==> src/sv/oor_ram.sv <==
// ============================================================================
// oor_ram - generic single-port-write, registered-read memory
// One write port and one read port, read data valid the cycle after address.
// ============================================================================
module oor_ram #(
    parameter int WIDTH = 64,
    parameter int DEPTH = 16
) (
    input  logic                     aclk,
    input  logic                     we,
    input  logic [$clog2(DEPTH)-1:0] waddr,
    input  logic [WIDTH-1:0]         wdata,
    input  logic [$clog2(DEPTH)-1:0] raddr,
    output logic [WIDTH-1:0]         rdata
);

    logic [WIDTH-1:0] mem [DEPTH];

    // write, then register the read
    always_ff @(posedge aclk) begin
        if (we) begin
            mem[waddr] <= wdata;
        end
        rdata <= mem[raddr];
    end

endmodule

==> config.mk <==
export PLATFORM = sky130hd
export DESIGN_NAME = oor_ram
export DESIGN_NICKNAME = d
export VERILOG_FILES = /design/src/sv/oor_ram.sv
export SDC_FILE = /design/constraint.sdc
export NUM_CORES = 1
export LEC_CHECK = 0
export BUFFER_PORTS_ARGS = -buffer_cell sky130_fd_sc_hd__clkbuf_2
export CAP_MARGIN = 40
export CORE_ASPECT_RATIO = 1.2
export CORE_UTILIZATION = 50
export DETAILED_ROUTE_END_ITERATION = 7
export GPL_ROUTABILITY_DRIVEN = 0
export GPL_TIMING_DRIVEN = 1
export HOLD_SLACK_MARGIN = 0.03
export PLACE_DENSITY = 0.66
export SLEW_MARGIN = 10
export SYNTH_ARGS = -nofsm -noshare
export SYNTH_HDL_FRONTEND = slang
export SYNTH_SLANG_ARGS = --single-unit
==> constraint.sdc <==
create_clock -name aclk -period 14.8 [get_ports aclk]
set_input_delay 1.48 -clock aclk [delete_from_list [all_inputs] [get_ports aclk]]
set_output_delay 1.48 -clock aclk [all_outputs]
set_load 0.01 [all_outputs]
* Word level (Yosys, flattened, before mapping)
Memories as Yosys holds them, arrays and structs flattened. A register that Yosys moved wholly into a read port is not among the register bits.
Cells that the tools add are included.
W data, S select, Z words.
** Storage, ports and cells
- Bits in registers :: 0
- RAM bits :: 1024
- Bits of input ports :: 74
- Output and inout bits :: 64
- Memories kept :: 1
** Memories
- mem :: depth 16, width 64, read ports 1, clocked after memory_dff 1, write ports 1, line 17 : logic [WIDTH-1:0] mem [DEPTH];
** Cells by class
- Multiplexer cells :: 2
** Operators with widths (count)
- $mux W1 :: 2

* Longest topological paths before layout
Gate-level depths: netlist of the first run.
- Depth after elaboration :: 2
- Gate-level depth with buffers :: 6
- Gate-level depth less buffers :: 3

* Worst setup path before layout of the first run
OpenSTA, ideal clock, no wires.
- Kind :: input-to-reg
- Start point :: input waddr[2]
- End point :: memory mem[0][0], enable pin
- Arrival :: 6343 ps
- Required time :: 14235 ps
- Slack :: 7891 ps
- Stages :: 2
- Path buffers :: 0
- Cell sequence :: or3b_2 > nor3_1
** RTL lines
- start: declaration :: line 11 : input logic [$clog2(DEPTH)-1:0] waddr,
- end: declaration :: line 17
No word-level cell before the write port.

==> flow_metrics.tcl, run 1 <==
set metrics [dict create \
    outcome "finished, final reports clean" \
    crit_type "in2reg" \
    ys_types 18 \
    path_cells "buf_8 > buf_4 > buf_16 > buf_4 > mux4_2 > a22oi_1 > nand2_1" \
    cp_data_required_time_ns 15.32 \
    syn_nets 1721 \
    dr_wl_met3_mm 5.776 \
    cts_tree "done" \
    cts_resized 0 \
    clkSinkCount 1088 \
    yosys_register_bits 1088 \
    wl_mm 86.18 \
    grt_setup_unrepaired "false" \
    end_kind "flip-flop" \
    hold_start "mem[12][47]" \
    synth_area_um2 39580 \
    portBuffers 137 \
    post-route-drc-count 0 \
    slowest_delay_ns 0.75 \
    final_cells 2970 \
    clk_pin_slew_ns 0.06 \
    start_util 0.5071 \
    cp_data_arrival_time_ns 4.71 \
    fillers 5494 \
    top_layer "met5" \
    p_leak_nw 14.65 \
    drt-met1-wl_mm 33.65 \
    power_mw 6.430 \
    fin_crit_ns 4.193 \
    slowest_stage "buf_8" \
    ant_nets 0 \
    avgSynthCellArea_um2 24.03 \
    finalSetupViolCount 0 \
    start_kind "primary input" \
    max_slew_margin 0.3050 \
    track_usage 0.2207 \
    cts_hold_buffers 0 \
    synth_cells 1647 \
    grt_overflow 0 \
    ctsLongestPathBuffers 3 \
    maxCapViolCount 0 \
    max_freq_mhz 238.5 \
    drv_slew 0 \
    min_period_over_period 0.2833 \
    postCtsSetupRepairBufs 0 \
    setup.worst_path.start "raddr[0]" \
    ys_warn_count 0 \
    dpl.hpwl_mm 45.16 \
    die_h_um 310.2 \
    peakVddDrop_v 0.00008985 \
    cp_max_fo 86 \
    reg2reg_from "mem[11][57]" \
    grt_pass1_wl_mm 126.8 \
    finClkSkew_ns 0.02395 \
    io_pins 138 \
    ys_seq_area_frac 0.8092 \
    insertion_delay_ns 0.66 \
    hold_viol_final 0 \
    dr_total_vias 17942 \
    rows 112 \
    routedWlPerCell_um 29.02 \
    drive_gt1_frac 0.3181 \
    min-delay-path-class "reg2reg" \
    antenna_found_initial 6 \
    cts.root.buffer_cell "clkbuf_16" \
    dp_cells 2778 \
    grt_max_degree 151 \
    die_w_um 258.8 \
    setup_tns_ns 0 \
    fin_util 0.5829 \
    cts_buffers 102 \
    vias_per_cell 6.041 \
    grt_pass1_vias 19194 \
    worst_path_most_repeated_cell "buf_4" \
    die_area_um2 80300 \
    first_pass_iters 7 \
    layout.nets 1930 \
    core_um2 78050 \
    met2_length_mm 44.48 \
    power_density_nw_per_um2 141.3 \
    cts_max_level 3 \
    drtIter0Drc 1878 \
    tightest_slew_ns 1.042 \
    syn_to_final_growth_pct 14.95 \
]
==> cells in the final DEF (no fill, tap or decap) <==
cell type,n
a22oi_1,128
and2_4,1
buf_12,6
buf_16,16
buf_4,30
buf_8,2
bufinv_16,12
clkbuf_1,18
clkbuf_16,105
clkbuf_2,135
clkbuf_8,12
clkinv_1,21
clkinv_2,15
clkinv_4,1
clkinv_8,2
clkinvlp_4,4
dfxtp_1,64
diode_2,1
edfxtp_1,1024
inv_6,1
mux4_2,256
nand2_1,65
nand2b_1,2
nand3_1,1
nand3b_1,2
nor2_4,13
nor2b_4,2
nor3_2,4
or3b_2,1
==> path summary, 6_finish.rpt <==
path                     to  slack (ns)  cells after the start
setup / recovery  rdata[44]       10.61                      7
hold / removal    rdata[47]        0.65                      3
setup reg to reg  rdata[57]       13.38                      3
hold reg to reg   rdata[47]        0.65                      3
==> power by group <==
group | total [mW] | leakage [nW] | internal, mW | switching (mW)
Sequential | 3.47 | 9.79 | 3.44 | 0.0235
Clock | 2.66 | 1.69 | 1.57 | 1.10
Combinational | 0.300 | 3.18 | 0.123 | 0.177
Total | 6.43 | 14.7 | 5.13 | 1.30
==> layout make-up <==
class                           count  area [um^2]  area share
Clock inverter                     56        594.3     0.01306
Clock buffer                      135         2860     0.06287
Tap cell                         1026         1284     0.02822
Multi-Input combinational cell    475         7234      0.1590
Antenna cell                        1        2.502  0.00005500
Timing Repair Buffer              189         1491     0.03278
Sequential cell                  1088        32030      0.7040
==> registers in the layout, summed over array words and instances, names as in the netlist <==
name	cells
rdata	64
mem	1024
==> cells in the mapped netlist <==
| cell type | count | share of area |
|---|---|---|
| a22oi_1 | 128 | 0.024 |
| and2_1 | 1 | 0.00016 |
| buf_1 | 16 | 0.0015 |
| buf_2 | 13 | 0.0016 |
| buf_4 | 6 | 0.0011 |
| buf_6 | 13 | 0.0037 |
| clkbuf_1 | 36 | 0.0034 |
| dfxtp_1 | 64 | 0.032 |
| edfxtp_1 | 1024 | 0.78 |
| mux4_2 | 256 | 0.15 |
| nand2_1 | 65 | 0.0062 |
| nand2b_1 | 2 | 0.00032 |
| nand3_1 | 1 | 0.00013 |
| nand3b_1 | 2 | 0.00038 |
| nor2_1 | 13 | 0.0012 |
| nor2b_1 | 2 | 0.00032 |
| nor3_1 | 4 | 0.00051 |
| or3b_2 | 1 | 0.00022 |
==> logic make-up (layout without fill, tap and decap cells) <==
family,Yosys count,count (layout),share of synthesized area
compound gates,128,128,0.02428
buf+inv,84,380,0.01141
flops,1088,1088,0.8092
mux,256,256,0.1457
other cells,0,1,0
simple gates,91,91,0.009420
==> metal layers <==
layer  vias to the layer above  GRT usage
li1                       7477          -
met1                      9611     0.2918
met2                       708     0.3745
met3                       138    0.03658
met4                         8    0.07431
met5                         -          0
==> critical path: cells and delay by family <==
kind / cells / cell delay [ns]
simple gates: 1 / 0.09
compound gates: 1 / 0.23
buf+inv: 4 / 2.23
mux: 1 / 0.59
==> metrics by stage <==
step	instance area, um^2	hold slack (ns)	setup WS [ns]
after floorplan	39580	0.6349	7.891
after global placement	41500	0.6483	9.669
after detailed placement	42040	0.6486	9.794
after CTS	45490	0.6566	10.48
after global routing	45500	0.6855	10.21
final	45500	0.6544	10.61
No activity file was read; power rests on OpenSTA's default activity.
==> inputs of run 2 (changes only) <==
- clock period: 14.8 -> 4.2 ns (I/O delays scaled with it)
==> run 2 against run 1 <==
  * Sequential share of layout area fell by 0.087 points
  * Worst setup slack got worse by 8.4 ns
  * Final cell count grew 0.20%
  * Worst hold slack lost 0.49 ns
  * Utilization rose by 0.072 points
  * Routed wire length is 3.3% lower
  * Total power increased to 3.5 times the previous value
  * Critical path type unchanged
==> flow_metrics.tcl, run 2 (same netlist as run 1, synthesis figures left out) <==
set metrics [dict create \
    drtIter0Drc 1457 \
    die_w_um 258.8 \
    min-delay-path-class "in2reg" \
    critPathBufInv 2 \
    max_slew_margin 0.4109 \
    finClkSkew_ns 0.01462 \
    setup_tns_ns 0 \
    syn_to_final_growth_pct 15.09 \
    cp_data_arrival_time_ns 2.33 \
    start_util 0.5071 \
    multi_input_area_um2 7259 \
    die_area_um2 80300 \
    cts_buffers 101 \
    grt_pass1_wl_mm 123.1 \
    grt_pass1_vias 18717 \
    portBuffers 137 \
    slowest_delay_ns 0.82 \
    largest-register "mem" \
    busiest_layer "met2" \
    reg_top3 "mem x1024, rdata x64" \
    power_density_nw_per_um2 500.1 \
    fillers 5424 \
    first_pass_iters 5 \
    peakVddDrop_v 0.0003282 \
    core_um2 78050 \
    end_kind "flip-flop" \
    holdWs_ns 0.1624 \
    r2r_slack_ns 2.79 \
    clk_pin_slew_ns 0.06 \
    max_freq_mhz 492.4 \
    met1_usage 0.2880 \
    fin_crit_ns 2.031 \
    insertion_delay_ns 0.66 \
    track_usage 0.2127 \
    cts_tree "done" \
    layout.nets 1935 \
    postCtsSetupRepairBufs 0 \
    outcome "finished, final reports clean" \
    mostFrequentLayoutCell "edfxtp_1" \
    cp_data_required_time_ns 4.50 \
    drv_slew 0 \
    cp_max_fo 23 \
    hold_viol_final 0 \
    vias_per_cell 5.962 \
    path_cells "clkbuf_2 > nand3b_1 > nor2_4 > buf_4" \
    min_period_over_period 0.4835 \
    slowest_stage "nor2_4" \
    clkSinkCount 1088 \
    cts_max_level 3 \
    seqCellArea_um2 32030 \
    routedWlPerCell_um 28.01 \
    finalSetupViolCount 0 \
    ant_nets 0 \
    wl_mm 83.37 \
    largest_reg_flops 1024 \
    mostFrequentLayoutCells "edfxtp_1 (1024), mux4_2 (256), clkbuf_2 (135)" \
    die_h_um 310.2 \
    rows 112 \
    maxCapViolCount 0 \
    io_pins 138 \
    post-route-drc-count 0 \
    dpl.hpwl_mm 44.27 \
    cts.root.buffer_cell "clkbuf_16" \
    grt_overflow 0 \
    ctsLongestPathBuffers 3 \
    cts_resized 0 \
    grt_setup_unrepaired "false" \
    grt_max_degree 78 \
    cts_hold_buffers 0 \
    p_leak_nw 14.69 \
    critical-path-top-delay-family "simple AND/OR/NAND/NOR gates" \
    dr_total_vias 17743 \
    antenna_found_initial 6 \
    drive_gt1_frac 0.3260 \
    tightest_slew_ns 0.8816 \
    gr-usage-met2 0.3511 \
    met3_usage 0.04089 \
    crit_type "in2reg" \
    start_kind "primary input" \
]
==> run 2: cell count changes in the layout (fill, tap and decap cells not counted), sizes merged <==
cell / before / now
buf: 54 / 60
clkbuf: 270 / 266
diode: 1 / 2
bufinv: 12 / 15
clkinvlp: 4 / 6
clkinv: 39 / 35
inv: 1 / 3
==> run 2: final cells by class <==
class,instances,share of cell area
Sequential cell,1088,0.7031
Multi-Input combinational cell,475,0.1594
Clock buffer,131,0.06111
Timing Repair Buffer,195,0.03252
Tap cell,1026,0.02818
Clock inverter,59,0.01557
Antenna cell,2,0.0001099
==> run 2: path summary, 6_finish.rpt <==
check | start | end | cells past startpoint
worst max register to register | mem[2][54] | rdata[54] | 3
worst min register to register | mem[14][40] | rdata[40] | 3
worst max-delay path | waddr[3] | mem[7][37] | 4
worst min-delay path | wdata[63] | mem[6][63] | 1
==> run 2: routing by layer <==
metal | vias up | share of wire
met4 | 10 | 0.026
met2 | 615 | 0.50
met1 | 9505 | 0.40
met3 | 127 | 0.066
li1 | 7486 | -
met5 | - | 0.00083
==> run 2: per-stage QoR <==
step	power (mW)	util	instance area, um^2	std cells	worst slack, ns
finish	22.78	0.5836	45550	2976	2.169
global route	23.44	0.5836	45550	2975	2.084
CTS	22.98	0.5833	45530	2973	2.176
detailed placement	13.55	0.5385	42040	2783	1.491
global placement	13.50	0.5368	41900	2777	1.557
floorplan	13.04	-	39600	1647	0.08572
==> run 2: power by group <==
group	internal (mW)	switching (mW)
clock	5.61	3.87
sequential	12.1	0.0886
combinational	0.443	0.628
total	18.2	4.59
==> inputs of run 3 (changes only) <==
- PLACE_DENSITY: 0.66 -> 0.69
- clock period: 4.2 -> 1.65 ns (I/O delays scaled with it)
==> run 3 against run 2 <==
  * Worst setup slack got worse by 2.1 ns
  * Routed wire length increased by 6.6%
  * Worst hold slack got worse by 0.0088 ns
  * Flip-flop and latch count unchanged
  * Sequential share of layout area shrank 3.7 points
  * Non-clock buffer count up 189
  * Final cell count is 6.1% higher
  * Combinational power increased to 3.0 times the previous value
  * Utilization up 3.3 points
  * Design area grew 5.6%
==> flow_metrics.tcl, run 3 (same netlist as run 1, synthesis figures left out) <==
set metrics [dict create \
    outcome "finished, final reports clean" \
    start_util 0.5071 \
    core_um2 78050 \
    slowest_delay_ns 0.59 \
    dp_cells 2908 \
    cts_resized 0 \
    fillers 5138 \
    mostFrequentLayoutCells "edfxtp_1 (1024), mux4_2 (256), clkbuf_2 (135)" \
    first_pass_iters 5 \
    drv_slew 0 \
    rows 112 \
    finClkSkew_ns 0.01645 \
    cts_hold_buffers 65 \
    grt_setup_unrepaired "false" \
    tightest_slew_ns 0.3905 \
    place_area_um2 44120 \
    power_density_nw_per_um2 1199 \
    postCtsSetupRepairBufs 0 \
    power_mw 57.65 \
    syn_to_final_growth_pct 21.52 \
    dr_total_vias 18870 \
    hold_viol_final 0 \
    min_period_over_period 0.9456 \
    setup_tns_ns 0 \
    peakVddDrop_v 0.0006892 \
    max_freq_mhz 640.9 \
    track_usage 0.2266 \
    cts_buffers 98 \
    dpl.hpwl_mm 53.15 \
    min-delay-path-class "in2reg" \
    path_cells "dlygate4sd3_1 > buf_8 > buf_12 > buf_4 > mux4_2 > a22oi_1 > nand2_1" \
    fin_crit_ns 1.560 \
    grt_pass1_vias 19743 \
    finish.instance_area_um2 48100 \
    crit_type "in2reg" \
    largest_reg_flops 1024 \
    drtIter0Drc 1817 \
    die_area_um2 80300 \
    cts_max_level 3 \
    max_slew_margin 0.7396 \
    routedWlPerCell_um 28.13 \
    p_leak_nw 15.81 \
    portBuffers 137 \
    final_cells 3158 \
    largest-register "mem" \
    cp_data_arrival_time_ns 2.08 \
    cp_data_required_time_ns 2.17 \
    vias_per_cell 5.975 \
    clkSinkCount 1088 \
    io_pins 138 \
    slowest_stage "dlygate4sd3_1" \
    reg_top3 "mem x1024, rdata x64" \
    post-route-drc-count 0 \
    insertion_delay_ns 0.67 \
    cts_tree "done" \
    grt_pass1_wl_mm 130.6 \
    finalSetupViolCount 0 \
    grt_max_degree 53 \
    fin_util 0.6162 \
    ant_nets 0 \
    layout.nets 2121 \
    grt_overflow 0 \
    antenna_found_initial 3 \
    maxCapViolCount 0 \
    ctsLongestPathBuffers 3 \
    cp_max_fo 25 \
    cts.root.buffer_cell "clkbuf_16" \
    wl_mm 88.84 \
    start_kind "primary input" \
    die_w_um 258.8 \
    end_kind "flip-flop" \
    drive_gt1_frac 0.3519 \
    mostFrequentLayoutCell "edfxtp_1" \
    clk_pin_slew_ns 0.06 \
    die_h_um 310.2 \
]
[run 3: changes by cell type in the layout (fill, tap and decap cells not counted), moves of 4 or more]
cell / delta
buf_4: +35
buf_12: +91
clkinv_1: +11
dlygate4sd3_1: +65
clkbuf_16: -5
clkinv_4: +5
clkbuf_1: -4
clkinv_2: -9
[run 3: worst max-delay path: cells and delay by family]
family	cells	cell delay (ns)
AOI/OAI and AO/OA	1	0.20
muxes	1	0.31
buffers and inverters	4	1.23
and+or+nand+nor	1	0.15
[run 3: metal layers]
metal / global-route usage / share of wire / up-vias
met4: 0.06908 / 0.021 / 6
met3: 0.03690 / 0.070 / 110
met1: 0.3100 / 0.40 / 10085
li1: - / - / 7874
met5: 0 / 0.00038 / -
met2: 0.3773 / 0.51 / 795
[run 3: stage by stage]
stage	hold WS (ns)	setup WS (ns)
finish	0.1536	0.08973
global route	0.1554	0.05374
CTS	0.1281	0.1329
detailed placement	0.5544	-0.1039
global placement	0.5484	-0.1041
floorplan	0.2639	-0.9829
[run 3: where the power goes]
group	internal [mW]	switching, mW	total [mW]	leakage, nW
Sequential	30.9	0.227	31.1	9.79
Clock	13.4	9.88	23.3	1.62
Combinational	1.49	1.73	3.22	4.39
Total	45.8	11.8	57.7	15.8
[run 3: final cells by class]
class / count / area [um^2] / area share
sequential: 1088 / 32030 / 0.6659
timing repair buffer: 384 / 4161 / 0.08652
clock inverter: 63 / 700.7 / 0.01457
antenna: 1 / 2.502 / 0.00005202
multi-input combinational: 475 / 7292 / 0.1516
clock buffer: 121 / 2630 / 0.05468
tap: 1026 / 1284 / 0.02669
[run 3: worst paths after layout]
path | from | to | slack, ns | cells past startpoint
setup reg to reg | mem[3][13] | rdata[13] | 0.23 | 3
setup / recovery | raddr[1] | rdata[20] | 0.09 | 7
hold reg to reg | mem[12][3] | rdata[3] | 0.67 | 3
hold / removal | waddr[0] | mem[8][16] | 0.15 | 3
